===== config.mk =====
export PLATFORM = sky130hd
export DESIGN_NAME = mef_queue
export DESIGN_NICKNAME = d
export VERILOG_FILES = /design/src/hw/rtl/mef_pkg.sv /design/src/hw/rtl/mef_queue.sv
export SDC_FILE = /design/constraint.sdc
export NUM_CORES = 1
export LEC_CHECK = 0
export BUFFER_PORTS_ARGS = -buffer_cell sky130_fd_sc_hd__clkbuf_2
export CORE_MARGIN = 2
export CORE_UTILIZATION = 50
export CTS_CLUSTER_SIZE = 40
export DETAILED_ROUTE_END_ITERATION = 8
export GPL_TIMING_DRIVEN = 0
export PLACE_DENSITY = 0.7
export SLEW_MARGIN = 10
export SYNTH_ARGS = -nofsm -noshare
export SYNTH_HDL_FRONTEND = slang
export SYNTH_SLANG_ARGS = --single-unit

===== constraint.sdc =====
create_clock -name clock -period 7.4 [get_ports clock]
set_clock_uncertainty 0.15 [all_clocks]
set_input_delay 1.11 -clock clock [delete_from_list [all_inputs] [get_ports clock]]
set_output_delay 1.11 -clock clock [all_outputs]
set_load 0.01 [all_outputs]

===== src/hw/rtl/mef_pkg.sv =====
// ----------------------------------------------------------------------------
// mef_pkg
// Types, widths and constants shared by the moments ellipse fit block.
// ----------------------------------------------------------------------------
package mef_pkg;

   localparam int MOMENT_BITS = 48;
   localparam int AREA_BITS   = 20;
   localparam int ANGLE_BITS  = 16;
   localparam int RADIUS_BITS = 20;
   localparam int XW          = 52;   // CORDIC x/y datapath
   localparam int ZW          = 34;   // CORDIC angle, degrees Q24
   localparam int SUM_BITS    = 49;
   localparam int TW          = 52;   // radius argument width
   localparam int Q_BITS      = 62;   // quotient bits below saturation
   localparam int ROOT_BITS   = 31;
   localparam int SREM_BITS   = ROOT_BITS + 2;

   localparam logic [31:0] INV_GAIN = 32'd2608131496;
   localparam logic signed [ZW-1:0] DEG180 = 34'sd3019898880;
   localparam logic [RADIUS_BITS-1:0] RADIUS_MAX = '1;

   typedef struct packed {
      logic [AREA_BITS-1:0]          area;
      logic [MOMENT_BITS-1:0]        mu_xx;
      logic [MOMENT_BITS-1:0]        mu_yy;
      logic signed [MOMENT_BITS-1:0] mu_xy;
   } mef_req_type;

   typedef struct packed {
      logic signed [ANGLE_BITS-1:0] angle_deg;
      logic [RADIUS_BITS-1:0]       major_radius;
      logic [RADIUS_BITS-1:0]       minor_radius;
      logic                         zero_area;
   } mef_rsp_type;

   typedef struct packed {
      logic                 zero_vec;
      logic                 zero_area;
      logic [SUM_BITS-1:0]  ssum;
      logic [AREA_BITS-1:0] area;
   } mef_side_type;

   typedef struct packed {
      logic signed [XW-1:0] x;
      logic signed [XW-1:0] y;
      logic signed [ZW-1:0] z;
      mef_side_type         side;
   } mef_work_type;

   typedef struct packed {
      logic signed [ANGLE_BITS-1:0] angle_deg;
      logic                         zero_area;
   } mef_tag_type;

   typedef struct packed {
      logic [TW-1:0]        t_major;
      logic [TW-1:0]        t_minor;
      logic                 minor_ok;
      logic [AREA_BITS-1:0] area;
      mef_tag_type          tag;
   } mef_rad_in_type;

   // atan(2^-i) in degrees, 24 fraction bits
   function automatic logic [29:0] atan_q24(input int unsigned idx);
      logic [29:0] v;
      unique case (idx)
         0:  v = 30'd754974720;
         1:  v = 30'd445687602;
         2:  v = 30'd235489088;
         3:  v = 30'd119537938;
         4:  v = 30'd60000934;
         5:  v = 30'd30029717;
         6:  v = 30'd15018523;
         7:  v = 30'd7509720;
         8:  v = 30'd3754917;
         9:  v = 30'd1877466;
         10: v = 30'd938734;
         11: v = 30'd469367;
         12: v = 30'd234684;
         13: v = 30'd117342;
         14: v = 30'd58671;
         15: v = 30'd29335;
         16: v = 30'd14668;
         17: v = 30'd7334;
         18: v = 30'd3667;
         19: v = 30'd1833;
         20: v = 30'd917;
         21: v = 30'd458;
         22: v = 30'd229;
         23: v = 30'd115;
         24: v = 30'd57;
         25: v = 30'd29;
         26: v = 30'd14;
         27: v = 30'd7;
         28: v = 30'd4;
         29: v = 30'd2;
         30: v = 30'd1;
         default: v = 30'd0;
      endcase
      return v;
   endfunction

endpackage


===== src/hw/rtl/mef_queue.sv =====
// ----------------------------------------------------------------------------
// mef_queue
// Short FIFO between the classifier and the arithmetic pipeline.
// ----------------------------------------------------------------------------
module mef_queue #(
   parameter int DEPTH = 4
) (
   input  logic                  clock,
   input  logic                  reset,
   input  logic                  push,
   input  mef_pkg::mef_work_type din,
   input  logic                  pop,
   output mef_pkg::mef_work_type dout,
   output logic                  empty,
   output logic                  full
);

   localparam int PW = (DEPTH > 1) ? $clog2(DEPTH) : 1;
   localparam int CW = $clog2(DEPTH + 1);

   mef_pkg::mef_work_type mem_ff [DEPTH];
   logic [PW-1:0] wr_ff, wr_in, rd_ff, rd_in;
   logic [CW-1:0] cnt_ff, cnt_in;

   assign empty = (cnt_ff == '0);
   assign full  = (cnt_ff == CW'(DEPTH));
   assign dout  = mem_ff[rd_ff];

   always_comb begin
      wr_in  = wr_ff;
      rd_in  = rd_ff;
      cnt_in = cnt_ff;
      if (push) begin
         wr_in = (wr_ff == PW'(DEPTH - 1)) ? '0 : wr_ff + 1'b1;
      end
      if (pop) begin
         rd_in = (rd_ff == PW'(DEPTH - 1)) ? '0 : rd_ff + 1'b1;
      end
      if (push && !pop) begin
         cnt_in = cnt_ff + 1'b1;
      end else if (pop && !push) begin
         cnt_in = cnt_ff - 1'b1;
      end
   end

   always_ff @(posedge clock) begin
      if (reset) begin
         wr_ff  <= '0;
         rd_ff  <= '0;
         cnt_ff <= '0;
      end else begin
         wr_ff  <= wr_in;
         rd_ff  <= rd_in;
         cnt_ff <= cnt_in;
      end
   end

   always_ff @(posedge clock) begin
      if (push) begin
         mem_ff[wr_ff] <= din;
      end
   end

endmodule


* After elaboration in Yosys (flattened, before gate mapping)
Memories as Yosys holds them, arrays and structs flattened. A register that Yosys moved wholly into a read port is not among the register bits.
Index checks and enable logic that the tools add are counted.
W data, S select, Z words.
** Word-level totals
- Flip-flop bits (word level) :: 7
- Bits of input ports :: 213
- Bits in writable memories :: 836
- Output and inout bits :: 211
- Word-level logic and storage cells :: 25
- Memories :: 1
** Memory list
- mem_ff :: depth 4, width 209, read ports 1, clocked after Yosys merged registers in 1, write ports 1, RTL line mef_queue.sv:21 : mef_pkg::mef_work_type mem_ff [DEPTH];
** Cells by class
- Equality and inequality tests :: 3
- Reductions and logical operators :: 6
- Add/sub/neg operators :: 4
- Mux-type cells :: 8
** Operator list (count)
- $mux W2 :: 4
- $mux W3 :: 2
- $add A2 B1 Y2 const B :: 2
- $eq A2 B2 Y1 const B :: 2
- $add A3 B1 Y3 const B :: 1
- $eq A3 B3 Y1 const B :: 1
- $logic_not A3 Y1 :: 1
- $sub A3 B1 Y3 const B :: 1
- $logic_and A1 B1 Y1 :: 2
- $logic_not A1 Y1 :: 2
- $mux W1 :: 2
- $reduce_bool A2 Y1 :: 1

* Logic depth before layout (Yosys ltp)
- Depth in word-level cells :: 4
- Depth in mapped cells :: 7
- Mapped depth without buffers :: 7

* Least setup slack after synthesis
Ideal clock, no wire load.
- Path type :: input to register
- Start :: in push
- End :: mem mem_ff[0][0] in the netlist's numbering, enable pin
- Library setup time :: 0.594 ns
- Slack :: 0.807 ns
- Cell stages on the path :: 1
- Arrival time :: 5.848 ns
- Required time :: 6.656 ns
- Buffers on the path :: 0
- Cell sequence :: and2_1
** Between the ends
- Longest elaborated chain between the ends :: 2
** RTL lines
- from (decl) :: RTL line mef_queue.sv:10 : input logic push,
- $mux W1 :: RTL line mef_queue.sv:59 : if (push) begin
- $mux W1 (implied by the code) :: RTL line mef_queue.sv:60 : mem_ff[wr_ff] <= din;
- to (decl) :: RTL line mef_queue.sv:21
No other way between the ends.

==> out/qor.txt <==
Final WL -> 60.3 mm
Setup bufs post-CTS -> 0
FILL cells -> 4180
Final period util -> 53.0%
Fraction of layout cells with a size suffix above 1 -> 47.0%
Cell area power density -> 288 nW/um^2
Vias in the first global route -> 14689
Hold Crit Start -> cnt_ff[2]$_SDFFE_PP0P_
Clk_lat worst skew -> 600 ps
H-tree depth -> 3
Drt drc -> 0
RSZ-0062 raised after global routing -> false
Initial Utilization -> 50.6%
Arrival @ worst endpoint -> 2660 ps
Finished Cell Area -> 36800 um^2
Cts repair resizes -> 0
Core Area -> 60400 um^2
Pin count of the biggest net entering global routing -> 53
Die Ht -> 251 um
Critical Path End Type -> output port
Slew @ Worst Pin -> 810 ps
Placement Setup Slack -> 4040 ps
Cell family with most CP delay -> buffers and inverters
Leading cell types in the layout, fill and taps excluded -> 836 x edfxtp_1, 423 x clkbuf_2, 209 x mux4_2
Fmax achieved -> 0.255 GHz
Drt wl/cell -> 24.0 um
Hold WC Path Type -> flop to flop
DIE AREA -> 63100 um^2
Final worst path period need -> 3920 ps
TritonCTS buffer count -> 84
DP Area -> 34100 um^2
LEAKAGE -> 12.5 nW
Reg2reg start -> wr_ff[0]$_SDFFE_PP0P_
Gate Count Post-Synth -> 1135
Synth Cell Area -> 30500 um^2
TNS Setup -> 0 ps
Max_slew headroom -> 46.0%
Multi-input combinational cell area -> 4960 um^2
Via-to-Cell Ratio -> 5.49
Worst path max stage delay -> 430 ps
Max FO, Critical Path -> 10
Total gr overflow -> 0
Total GRT Usage -> 19.1%
CTS sink cnt -> 845
Row Count -> 90
Clock Tree Buf Depth -> 3
Syn nets -> 1355
Final Max Slew Viols -> 0
CTS tree -> yes
CP max-delay cell -> buf_2
YS warnings -> 0
Synth cell types -> 20
Hold_buf cts -> 0
I/O Pins -> 424
Via count -> 13799
First drt pass iteration count -> 5
Cell Count, Final, Fillers Out -> 2513
Initial antenna violation count -> 12
Hold Violations, Final -> 0
Worst path cell trace -> buf_2 > buf_2 > buf_2 > mux4_2 > clkbuf_2
I/O Buffers -> 423
Crit path buf inv count -> 4
Max-cap check violation count -> 0
Setup-failing EPs final -> 0
Sequential cell area -> 25300 um^2
Average size of a mapped cell -> 26.9 um^2
DRT iter0 DRCs -> 954
#FFs+latches synth -> 845
Chip width -> 251 um
Placed wire-length estimate -> 38.3 mm
Maximum vdd drop -> 0.224 mV
Final net count -> 1881
Clock Tree Root -> clkbuf_16
Sequential area share after synthesis -> 82.8%
First-pass GRT wire length -> 89.4 mm
Outcome -> finished, final reports clean
Synth-to-Final Area Change -> 20.6%
Worst Path Required -> 6140 ps
Final Worst Setup Slack -> 3480 ps
Crit path top cell by count -> buf_2
ANT nets after route -> 0
Commonest non-fill, non-tap cell in the layout -> edfxtp_1
Hold Slack -> 375 ps
Gpl congestion -> 0.718
Setup CP Type -> flop to output port
Cells after DPL -> 2357
Critical path launch point type -> flop
Worst-path clk slew -> 60 ps
area by class of cell:
type | count | area share, %
timing repair buffer | 440 | 6.96
inverter | 4 | 0.0408
multi-input combinational | 240 | 13.5
clock buffer | 94 | 5.87
clock inverter | 59 | 1.52
sequential | 845 | 68.7
antenna | 3 | 0.0204
tap | 782 | 2.66
buffer | 46 | 0.792
worst paths after layout:
check	to	slack, ps	cells after the start
max	dout[147]	3480	5
min	cnt_ff[2]$_SDFFE_PP0P_	370	2
max reg2reg	mem_ff[3][38]$_DFFE_PP_	5130	4
min reg2reg	cnt_ff[2]$_SDFFE_PP0P_	370	2
cells in the mapped netlist:
cell / n / area, um^2
xor2_1: 2 / 17.5
or3_1: 1 / 6.26
nor3b_1: 2 / 15.0
buf_6: 11 / 124
nor2_1: 7 / 26.3
o21ai_0: 1 / 5.00
fa_1: 1 / 20.0
buf_2: 23 / 115
buf_4: 2 / 15.0
mux4_2: 209 / 4710
dfxtp_1: 9 / 180
clkbuf_1: 2 / 7.51
a21oi_1: 2 / 10.0
nor3_1: 1 / 5.00
mux2i_1: 4 / 40.0
and2_1: 4 / 25.0
buf_1: 8 / 30.0
edfxtp_1: 836 / 25100
ha_1: 6 / 75.1
inv_1: 4 / 15.0
power breakdown:
part | total, W | leakage, nW | switching (W) | internal, W
clock network | 0.00415 | 1.32 | 0.00173 | 0.00242
registers | 0.00553 | 7.75 | 0.0000453 | 0.00549
logic | 0.000916 | 3.43 | 0.000510 | 0.000406
worst reg2reg max path, delay by kind of cell (launching register included):
family | cells | cell delay, ps
and+or+nand+nor | 1 | 490
DFF | 1 | 400
adders and majority gates | 1 | 210
buffers and inverters | 2 | 620
per-stage QoR:
step	total power, W	util [%]
6_report	0.0106	61.0
3_5_place_dp	0.00657	56.5
4_1_cts	0.0107	61.0
5_1_grt	0.0110	61.0
3_3_place_gp	0.00659	55.7
2_1_floorplan	0.00616	-
state kept, by name, summed over array words and instances, names as in the netlist, named ones only:
signal and cells:
mem_ff 836, cnt_ff 3, wr_ff 2, rd_ff 2
per-layer routing:
metal | share of wire (%) | GRT usage [%] | vias up | wire length, um
met3 | 9.5 | 7.12 | 96 | 5750
li1 | - | - | 6017 | -
met1 | 39 | 24.6 | 7235 | 23600
met4 | 2.1 | 5.82 | 18 | 1240
met5 | 0.23 | 0 | - | 137
met2 | 49 | 30.7 | 433 | 29600
logic make-up after synthesis:
family          after synthesis  share of synthesized area (%)
flops                       845                           82.8
mux                         213                           15.5
buf+inv                      50                           1.00
simple gates                 15                          0.254
fa+ha+maj                     7                          0.311
compound gates                3                         0.0491
xor+xnor                      2                         0.0574
(Power assumes the default switching activity.)
