**config.mk**
```make
export PLATFORM = sky130hd
export DESIGN_NAME = mef_front
export DESIGN_NICKNAME = d
export VERILOG_FILES = /design/src/hw/rtl/mef_pkg.sv /design/src/hw/rtl/mef_front.sv
export SDC_FILE = /design/constraint.sdc
export NUM_CORES = 1
export LEC_CHECK = 0
export ABC_AREA = 1
export BUFFER_PORTS_ARGS = -buffer_cell sky130_fd_sc_hd__buf_4
export CORE_UTILIZATION = 58
export DETAILED_ROUTE_END_ITERATION = 7
export PLACE_DENSITY = 0.84
export SLEW_MARGIN = 0
export SYNTH_ARGS = -nofsm -noshare
export SYNTH_HDL_FRONTEND = slang
export SYNTH_SLANG_ARGS = --single-unit
```
**constraint.sdc**
```tcl
create_clock -name vclk -period 5.55
set_input_delay 0.8325 -clock vclk [all_inputs]
set_output_delay 0.8325 -clock vclk [all_outputs]
set_load 0.01 [all_outputs]
```
**src/hw/rtl/mef_pkg.sv**
```systemverilog
// ----------------------------------------------------------------------------
// mef_pkg
// Types, widths and constants shared by the moments ellipse fit block.
// ----------------------------------------------------------------------------
package mef_pkg;

   localparam int MOMENT_BITS = 48;
   localparam int AREA_BITS   = 20;
   localparam int ANGLE_BITS  = 16;
   localparam int RADIUS_BITS = 20;
   localparam int XW          = 52;   // CORDIC x/y datapath
   localparam int ZW          = 34;   // CORDIC angle, degrees Q24
   localparam int SUM_BITS    = 49;
   localparam int TW          = 52;   // radius argument width
   localparam int Q_BITS      = 62;   // quotient bits below saturation
   localparam int ROOT_BITS   = 31;
   localparam int SREM_BITS   = ROOT_BITS + 2;

   localparam logic [31:0] INV_GAIN = 32'd2608131496;
   localparam logic signed [ZW-1:0] DEG180 = 34'sd3019898880;
   localparam logic [RADIUS_BITS-1:0] RADIUS_MAX = '1;

   typedef struct packed {
      logic [AREA_BITS-1:0]          area;
      logic [MOMENT_BITS-1:0]        mu_xx;
      logic [MOMENT_BITS-1:0]        mu_yy;
      logic signed [MOMENT_BITS-1:0] mu_xy;
   } mef_req_type;

   typedef struct packed {
      logic signed [ANGLE_BITS-1:0] angle_deg;
      logic [RADIUS_BITS-1:0]       major_radius;
      logic [RADIUS_BITS-1:0]       minor_radius;
      logic                         zero_area;
   } mef_rsp_type;

   typedef struct packed {
      logic                 zero_vec;
      logic                 zero_area;
      logic [SUM_BITS-1:0]  ssum;
      logic [AREA_BITS-1:0] area;
   } mef_side_type;

   typedef struct packed {
      logic signed [XW-1:0] x;
      logic signed [XW-1:0] y;
      logic signed [ZW-1:0] z;
      mef_side_type         side;
   } mef_work_type;

   typedef struct packed {
      logic signed [ANGLE_BITS-1:0] angle_deg;
      logic                         zero_area;
   } mef_tag_type;

   typedef struct packed {
      logic [TW-1:0]        t_major;
      logic [TW-1:0]        t_minor;
      logic                 minor_ok;
      logic [AREA_BITS-1:0] area;
      mef_tag_type          tag;
   } mef_rad_in_type;

   // atan(2^-i) in degrees, 24 fraction bits
   function automatic logic [29:0] atan_q24(input int unsigned idx);
      logic [29:0] v;
      unique case (idx)
         0:  v = 30'd754974720;
         1:  v = 30'd445687602;
         2:  v = 30'd235489088;
         3:  v = 30'd119537938;
         4:  v = 30'd60000934;
         5:  v = 30'd30029717;
         6:  v = 30'd15018523;
         7:  v = 30'd7509720;
         8:  v = 30'd3754917;
         9:  v = 30'd1877466;
         10: v = 30'd938734;
         11: v = 30'd469367;
         12: v = 30'd234684;
         13: v = 30'd117342;
         14: v = 30'd58671;
         15: v = 30'd29335;
         16: v = 30'd14668;
         17: v = 30'd7334;
         18: v = 30'd3667;
         19: v = 30'd1833;
         20: v = 30'd917;
         21: v = 30'd458;
         22: v = 30'd229;
         23: v = 30'd115;
         24: v = 30'd57;
         25: v = 30'd29;
         26: v = 30'd14;
         27: v = 30'd7;
         28: v = 30'd4;
         29: v = 30'd2;
         30: v = 30'd1;
         default: v = 30'd0;
      endcase
      return v;
   endfunction

endpackage

```
**src/hw/rtl/mef_front.sv**
```systemverilog
// ----------------------------------------------------------------------------
// mef_front
// Classifies a request: folds the moment vector into the right half plane
// and sets the starting angle for the CORDIC.
// ----------------------------------------------------------------------------
module mef_front (
   input  mef_pkg::mef_req_type  req,
   output mef_pkg::mef_work_type work
);

   logic                               dneg;
   logic                               cneg;
   logic [mef_pkg::MOMENT_BITS-1:0]    mx;
   logic [mef_pkg::MOMENT_BITS-1:0]    my;
   logic signed [mef_pkg::XW-1:0]      y2;

   always_comb begin
      dneg = req.mu_yy > req.mu_xx;
      cneg = req.mu_xy[mef_pkg::MOMENT_BITS-1];
      mx   = dneg ? req.mu_yy - req.mu_xx : req.mu_xx - req.mu_yy;
      my   = cneg ? (~req.mu_xy) + 1'b1 : req.mu_xy;
      y2   = $signed({3'b000, my, 1'b0});

      work.x = $signed({4'b0000, mx});
      work.y = (cneg ^ dneg) ? -y2 : y2;
      if (dneg) begin
         work.z = cneg ? -mef_pkg::DEG180 : mef_pkg::DEG180;
      end else begin
         work.z = '0;
      end
      work.side.zero_vec  = (mx == '0) && (my == '0);
      work.side.zero_area = (req.area == '0);
      work.side.ssum      = mef_pkg::SUM_BITS'(req.mu_xx) + mef_pkg::SUM_BITS'(req.mu_yy);
      work.side.area      = req.area;
   end

endmodule

```
Yosys cells after proc, flatten, opt, wreduce, memory -nomap -nowiden
Index checks and enable logic that the tools add are counted.
{"block": "word_totals", "ff_bits": 0, "inputBits": 164, "out_inout_bits": 209, "word_cells": 17}
{"block": "classes", "add_sub_neg": 5, "magnitude_cmp": 1, "n_mux": 5, "bitwise_logic": 2, "n_reduce_logical": 4}
{"operator": "$logic_not 48->1", "count": 2}
{"operator": "$mux 48", "count": 2}
{"operator": "$sub 48x48->48", "count": 2}
{"operator": "$mux 34", "count": 2}
{"operator": "$mux 52", "count": 1}
{"operator": "$neg 49->52", "count": 1}
{"operator": "$add 48x48->49", "count": 1}
{"operator": "$add 48x1->48 const B", "count": 1}
{"operator": "$gt 48x48->1", "count": 1}
{"operator": "$not 48->48", "count": 1}
{"operator": "$logic_not 20->1", "count": 1}
{"operator": "$logic_and 1x1->1", "count": 1}
{"operator": "$xor 1x1->1", "count": 1}

Depth between registers and ports, before layout
Gate-level depths: netlist of the first run.
{"block": "logic_depth", "ltp_word": 5, "mapped_depth": 26, "ltp_nobuf": 23}

Worst setup path after synthesis of the first run
OpenSTA, ideal clock, no wires.
{"block": "synth_timing", "path_type": "input to output", "start": "in req[48] in the netlist's numbering", "end": "out work[149] in the netlist's numbering", "t_arrival_ns": 4.076, "required_time_ns": 4.718, "setup_slack_ns": 0.641, "cell_stages": 23, "n_path_buf": 4, "cell_sequence": "inv_1 ha_1 fa_1 inv_1 nand3_1 nand2_1 nand2_1 nand2_1 nand2_1 nand2_2 nand2_1 nand3_2 nand2_4 inv_2 buf_2 ha_1 clkbuf_1 inv_1 clkbuf_1 clkbuf_1 o21ai_0 nand2_1 xor2_1"}
{"element": "start, declared", "line": "mef_front.sv:7", "text": "input mef_pkg::mef_req_type req,"}
{"element": "end, declared", "line": "mef_front.sv:8", "text": "output mef_pkg::mef_work_type work"}

==> qor.txt, run 1 <==
Area growth syn-to-layout: 15.39%
RSZ-0062 raised after global routing: no
First-pass DRT Iterations: 8
Synth warnings: 0
Status: finished with violations
Fin Setup TNS: 0 ns
Ports: 373
All-Layer GR Usage: 0.4627
Core area: 26210 um^2
Overall Power: 2584 uW
Final Setup Violations: 0
Sequential cell count: 0
WL final: 66.78 mm
Synthesized area per cell: 4.967 um^2
Full die area: 27570 um^2
Distinct cells, synth: 48
Final hold vios: 0
Crit path time final: 5.221 ns
Post-Syn Instances: 3142
Setup bufs post-CTS: 0
WP data arrival: 4.39 ns
GP Congestion: 1.172
Reg area: 0 um^2
FMAX: 191.5 MHz
Layout net count: 3730
Startpoint types: primary input
Cell taking the most area after synthesis: nand2_1
Num rows: 59
Most frequent cells in the layout: nand2_1 (994), inv_1 (639), nor2_1 (370)
Max-slew violation count: 0
VDD IR-drop max: 88.92 uV
Chip height: 166.0 um
Max FO, Critical Path: 10
Register area share after synthesis: 0
P_leak: 0.01097 uW
Share of layout cells above drive strength 1: 0.1306
GRT Residual Overflow: 0
Cell area after synthesis: 15610 um^2
Post-CTS Resized: 0
Final worst path period share: 0.9408
Worst slew pin tran: 0.7823 ns
Chip width: 166.0 um
Clock buffers: 0
Max-slew headroom: 0.4729
Synth area leaders: nand2_1 (24%), inv_1 (15%), ha_1 (12%)
Largest net degree at the start of global routing: 65
Setup CP Type: in2out
Residual DRC: 32
Starting DRT DRC Count: 2920
Hold WC Path Type: in2out
PwrDens: 143.5 nW/um^2
WP data required: 4.72 ns
Vias per cell: 5.676
Remaining antenna violation count: 0
Ant. Diodes: 0
Max cap viols: 0
WL/cell: 17.81 um
Most common library cell in the layout ignoring fill and taps: nand2_1
Initial core utilization: 0.5955
First-pass GRT wire length: 101.7 mm
Area share of the largest cell type after synthesis: 0.2391
Port bufs: 342
DPL Wire Length: 57.68 mm
DR vias: 21280
Initial antenna violation count: 0
Cts hold-fix bufs: 0
Vias in the first global route: 19570
Worst Hold Depth: 2
Crit. End Element: primary output
Failing checks: design-rule violations
[critical path, stage by stage]
cell	delay, ns
buf_4	0.10
inv_1	0.04
ha_1	0.60
nand2_1	0.21
nor2_1	0.28
nand2_1	0.15
nor2_1	0.26
nand2_1	0.19
a21oi_1	0.44
nor2_1	0.13
nand3_1	0.09
nand3_1	0.08
nand2_1	0.22
nand2_1	0.08
nor2_1	0.09
nand2_1	0.07
nor2_1	0.10
nand2_1	0.12
nor2_1	0.15
buf_4	0.14
[metal layers]
metal / vias up / GRT usage / share of wire
met1: 9409 / 0.5531 / 0.37
met5: - / 0 / 0
met4: 0 / 0.2657 / 0.069
met3: 306 / 0.08675 / 0.12
met2: 1526 / 0.7751 / 0.44
li1: 10040 / - / -
[path summary, 6_finish.rpt]
| kind | startpoint | endpoint | slack [ns] |
|---|---|---|---|
| worst min-delay path | req[162] | work[18] | 1.85 |
| worst max-delay path | req[78] | work[70] | 0.33 |
[cells in the mapped netlist (2+ instances only)]
cell type	number
buf_4	94
and3_1	2
a31oi_1	5
nand3b_1	4
or2_2	4
xor2_1	118
ha_1	147
a21o_1	6
a21oi_2	2
nor2_1	370
inv_1	640
o21ai_0	95
o211ai_1	13
o21ai_1	17
inv_2	12
buf_6	4
nor3_1	23
buf_2	15
buf_8	3
nand2_4	8
nor4_1	7
clkbuf_1	9
a21oi_1	167
o21bai_1	22
nand2_1	994
nand2_2	18
nor2_8	3
nor2_4	11
nor2_2	4
o21ai_2	8
nor3_2	2
nand3_2	3
nand3_1	232
nand4_1	46
o21a_1	7
a21boi_0	4
and2_1	5
fa_1	3
xnor2_1	6
[metrics by stage]
step / instances / utilization / instance area (um^2) / setup slack, ns / hold WS (ns)
6_report: 3749 / 0.6872 / 18010 / 0.3287 / 1.853
5_1_grt: 3749 / 0.6872 / 18010 / 0.005674 / 1.856
4_1_cts: 3749 / 0.6870 / 18000 / 0.3524 / 1.852
3_5_place_dp: 3749 / 0.6870 / 18000 / 0.3490 / 1.852
3_3_place_gp: 3749 / 0.6870 / 18000 / 0.5051 / 1.853
2_1_floorplan: 3172 / - / 15720 / 0.6410 / 1.757
[layout make-up]
class              instances  area, um^2
multi-input cells       2392       12340
fillers                 2567        8198
repair buffers           369        2795
inverters                653        2455
well taps                335       419.2
[where the power goes]
part | switching (uW) | internal (uW) | leakage, uW
clock | 0 | 0 | 0
combinational | 1650 | 938 | 0.0110
sequential | 0 | 0 | 0
total | 1650 | 938 | 0.0110
[cell families (layout without fill, tap and decap cells)]
| logic type | Yosys count | after routing | synth area share |
|---|---|---|---|
| adders and majority gates | 150 | 150 | 0.1217 |
| other | 1 | 31 | 0.0002403 |
| buffers and inverters | 780 | 1022 | 0.2165 |
| and+or+nand+nor | 1738 | 1738 | 0.4682 |
| AOI/OAI and AO/OA | 349 | 349 | 0.1237 |
| xor gates and xnor gates | 124 | 124 | 0.06959 |
Power figures use the tool's default switching activity.
==> inputs of run 2 (changes only) <==
- ABC_AREA: 1 -> 0
- CORE_UTILIZATION: 58 -> 55
- PLACE_DENSITY: 0.84 -> 0.85
==> qor.txt, run 2 <==
Register area share after synthesis: 0
Chip height: 146.0 um
Vias in the first global route: 21160
Initial core utilization: 0.5618
Post-Syn Instances: 1758
Cts hold-fix bufs: 0
All-Layer GR Usage: 0.6922
Failed at: 5_1_grt
Synth warnings: 0
Most frequent cell after synthesis: a21oi_1
Area share of the largest cell type after synthesis: 0.1613
Num rows: 52
Distinct cells, synth: 86
Cell taking the most area after synthesis: ha_1
DPL Wire Length: 51.13 mm
Ports: 373
Chip width: 146.0 um
Port bufs: 342
Synth top cells by count: a21oi_1 (195), nor2_1 (186), inv_1 (156)
Cell area after synthesis: 11400 um^2
GP Congestion: 1.090
Synthesized area per cell: 6.487 um^2
Placed insts: 2838
First-pass GRT wire length: 115.4 mm
Status: did not finish
Largest net degree at the start of global routing: 54
Synth area leaders: ha_1 (16%), xnor2_1 (10%), a21oi_1 (8.6%)
GRT Residual Overflow: 15
Error: [ERROR GRT-0116] Global routing finished with congestion. Check the congestion regions in the DRC Viewer.
[run 2: changes by cell type after synthesis, moves of 23 or more]
cell      before  now
clkbuf_1       9   62
a21oi_1      167  195
a21o_1         6   31
inv_1        640  156
or3_1          0   26
nor2_1       370  186
xor2_1       118   50
nand2b_1       0   25
mux2i_1        0   26
buf_4         94   59
xnor2_1        6  132
o31ai_1        1   24
nand3_1      232   27
nand2_1      994  102
[run 2: metal layers]
| metal | GRT overflow | global-route usage |
|---|---|---|
| met2 | 9 | 0.9105 |
| met3 | 0 | 0.5028 |
| met1 | 0 | 0.6537 |
| met4 | 6 | 0.7646 |
| met5 | 0 | 0.1364 |
[run 2: cell families after synthesis]
logic type / synth area share
muxes: 0.02480
adders and majority gates: 0.1666
AOI/OAI and AO/OA: 0.3117
xor gates and xnor gates: 0.1398
buffers and inverters: 0.1199
and+or+nand+nor: 0.2369
other: 0.0003288
[run 2: timing repair]
| item | CTS |
|---|---|
| setup buffers | 8 |
| setup endpoints to repair | 14 |
| resized for setup | 50 |
| cloned | 0 |
| pin swaps | 24 |
[run 2: through the flow]
step                      instance area (um^2)  setup slack [ns]  hold WS, ns
after CTS                                18330            -1.131        1.855
after global placement                   18050            -1.079        1.851
after detailed placement                 18050            -1.373        1.855
after floorplan                          11560           -0.6783        1.757
==> inputs of run 3 (changes only) <==
- CORE_UTILIZATION: 55 -> 40
- PLACE_DENSITY: 0.85 -> not set
- PLACE_DENSITY_LB_ADDON: not set -> 0.15
==> qor.txt, run 3 <==
Status: finished with violations
Failing checks: negative setup slack
Core area: 27930 um^2
Area share of the largest cell type after synthesis: 0.1613
FMAX: 152.2 MHz
Initial antenna violation count: 1
Max-slew headroom: 0.4276
Reg area: 0 um^2
Max-slew violation count: 0
Post-route cell area: 19290 um^2
Sequential cell count: 0
Hold WS: 1.851 ns
Hold WC Path Type: in2out
Num rows: 61
Area growth syn-to-layout: 69.12%
WL/cell: 17.19 um
Synthesized area per cell: 6.487 um^2
Final hold vios: 0
Remaining antenna violation count: 0
Vias per cell: 5.359
Overall Power: 2849 uW
Share of layout cells above drive strength 1: 0.4214
CP most frequent cell: or4_4
Max FO, Critical Path: 3
Worst slew pin tran: 0.8508 ns
Cell-internal power: 1428 uW
VDD IR-drop max: 101.2 uV
Post-DP Area: 18600 um^2
NetSw: 1420 uW
Worst Hold Depth: 2
Most frequent cell after synthesis: a21oi_1
Final Setup Violations: 1
Critical Path Source: req[5]
DR vias: 16180
Cell taking the most area after synthesis: ha_1
Synth top cells by count: a21oi_1 (195), nor2_1 (186), inv_1 (156)
Register area share after synthesis: 0
WL final: 51.92 mm
Cell area after synthesis: 11400 um^2
Synth area leaders: ha_1 (16%), xnor2_1 (10%), a21oi_1 (8.6%)
DPL Wire Length: 44.64 mm
Hold Path End: work[1]
Clock power share: 0
Crit path time final: 6.572 ns
Filler cells: 2521
WP buf/inv: 2
Most common library cell in the layout ignoring fill and taps: buf_4
Critical-path cell with the highest stage delay: or4_4
Starting DRT DRC Count: 1077
Crit path depth: 15
Initial core utilization: 0.4082
First-pass DRT Iterations: 5
Residual DRC: 0
Comb pwr share: 1.000
Layout net count: 2957
Hold_sp: req[145]
Ports: 373
Clock buffers: 0
Switching share of total power: 0.4986
PwrDens: 147.7 nW/um^2
Chip width: 170.8 um
Post-Syn Instances: 1758
Max cap viols: 0
Largest net degree at the start of global routing: 25
WP data required: 4.72 ns
Seq pwr share: 0
Port bufs: 342
Synth warnings: 0
Top delay family on crit path: simple AND/OR/NAND/NOR gates
P_leak: 0.009699 uW
RSZ-0062 raised after global routing: yes
Setup CP Type: in2out
Final core occ: 0.6904
Most frequent cells in the layout: buf_4 (987), a21oi_1 (185), nor2_1 (184)
GRT Residual Overflow: 0
Crit. End Element: primary output
CP max stage delay: 0.53 ns
All-Layer GR Usage: 0.3395
Full die area: 29190 um^2
Chip height: 170.8 um
Cts hold-fix bufs: 0
GP Congestion: 0.9900
Critical path cell sequence: buf_8 -> or4_4 -> or4_4 -> a211o_1 -> a2111oi_4 -> and4_4 -> nand3_4 -> nor3b_4 -> or3b_4 -> or4_4 -> or4_1 -> or4_1 -> or4_4 -> nor4_4 -> buf_4
First-pass GRT wire length: 79.47 mm
Final setup margin: -1.022 ns
WP data arrival: 5.74 ns
Distinct cells, synth: 86
Startpoint types: primary input
Final worst path period share: 1.184
Vias in the first global route: 15580
## run 3: worst max path at each step
| stage | end | slack [ns] |
|---|---|---|
| 5_1_grt | work[70] | -1.13 |
| 2_1_floorplan | work[70] | -0.68 |
| 3_3_place_gp | work[70] | -1.38 |
| 3_5_place_dp | work[70] | -1.43 |
| 6_report | work[70] | -1.02 |
| 4_1_cts | work[70] | -1.07 |
## run 3: area by class of cell
type | instances | area [um^2] | share of cell area
Antenna cell | 1 | 2.502 | 0.0001298
Multi-Input combinational cell | 1488 | 10730 | 0.5561
Timing Repair Buffer | 993 | 7485 | 0.3881
Inverter | 160 | 600.6 | 0.03114
Tap cell | 378 | 473.0 | 0.02452
## run 3: through the flow
step	cells	setup slack (ns)	TNS (ns)
after detailed placement	3004	-1.426	-5.465
final	3020	-1.022	-1.022
after global placement	3004	-1.377	-5.289
after CTS	3011	-1.073	-1.073
after global routing	3020	-1.133	-1.644
after floorplan	1788	-0.6783	-0.6783
## run 3: logic make-up (layout without fill, tap and decap cells)
kind of cell | after synthesis | in the layout | share of synthesized area
adders and majority gates | 150 | 150 | 0.1666
AOI/OAI and AO/OA | 562 | 562 | 0.3117
buffers and inverters | 300 | 1153 | 0.1199
muxes | 28 | 28 | 0.02480
and+or+nand+nor | 535 | 535 | 0.2369
other | 1 | 32 | 0.0003288
xor gates and xnor gates | 182 | 182 | 0.1398
## run 3: routing by layer
metal  share of wire  GRT usage
met5               0          0
met2            0.48     0.6067
met3           0.070    0.02706
met1            0.42     0.4347
met4           0.028    0.09006
## run 3: power by group through the flow
stage                     registers (uW)  logic, uW  clock network [uW]
after floorplan                        0       1230                   0
after detailed placement               0       2690                   0
final                                  0       2850           0.0000246
after CTS                              0       2740                   0
after global routing                   0       3040           0.0000243
after global placement                 0       2680                   0
## run 3: timing repair
action | CTS | global route
gates resized for setup | 56 | 64
endpoints found under the setup margin | 19 | 24
setup buffers | 8 | 8
pin swaps | 28 | 40
==> inputs of run 4 (changes only) <==
- CELL_PAD_IN_SITES_DETAIL_PLACEMENT: not set -> 2
- CELL_PAD_IN_SITES_GLOBAL_PLACEMENT: not set -> 2
- CORE_UTILIZATION: 40 -> 28
==> qor.txt, run 4 <==
Status: did not finish
Failed at: 5_1_grt
Error: [ERROR DPL-0033] detailed placement checks failed during check placement.
Largest net degree at the start of global routing: 27
Worst-path endpoint category: top-level output
Register area share after synthesis: 0
Cell taking the most area after synthesis: ha_1
Num rows: 73
Area share of the largest cell type after synthesis: 0.1613
Ports: 373
Initial core utilization: 0.2857
Synth warnings: 0
Synth area leaders: ha_1 (16%), xnor2_1 (10%), a21oi_1 (8.6%)
Distinct cells, synth: 86
Most frequent cell after synthesis: a21oi_1
Cell area after synthesis: 11400 um^2
Chip height: 203.8 um
DPL Wire Length: 65.79 mm
Post-Syn Instances: 1758
Synth top cells by count: a21oi_1 (195), nor2_1 (186), inv_1 (156)
Cts hold-fix bufs: 0
Synthesized area per cell: 6.487 um^2
Worst_ep grt: work[70]
Chip width: 203.8 um
Initial antenna violation count: 5
GP Congestion: 0.9400
Port bufs: 342
==> run 4: cell counts after synthesis <==
No cell type changed its count.
==> run 4: timing repair <==
action | 4_1_cts
setup endpoints to repair | 56
gates resized for setup | 145
setup buffers | 68
pin swaps | 46
==> run 4: kinds of logic after synthesis <==
logic type | synth area share
buf+inv | 0.1199
fa+ha+maj | 0.1666
mux | 0.02480
xor+xnor | 0.1398
simple gates | 0.2369
compound gates | 0.3117
other cells | 0.0003288
==> run 4: metrics by stage <==
step	setup TNS, ns	worst slack, ns	std cells	utilization	instance area, um^2
after CTS	-2.141	-1.248	3204	0.4964	19810
after global placement	-7.051	-1.463	3163	0.4730	18880
after detailed placement	-16.28	-1.682	3163	0.4730	18880
after floorplan	-0.6783	-0.6783	1788	-	11560
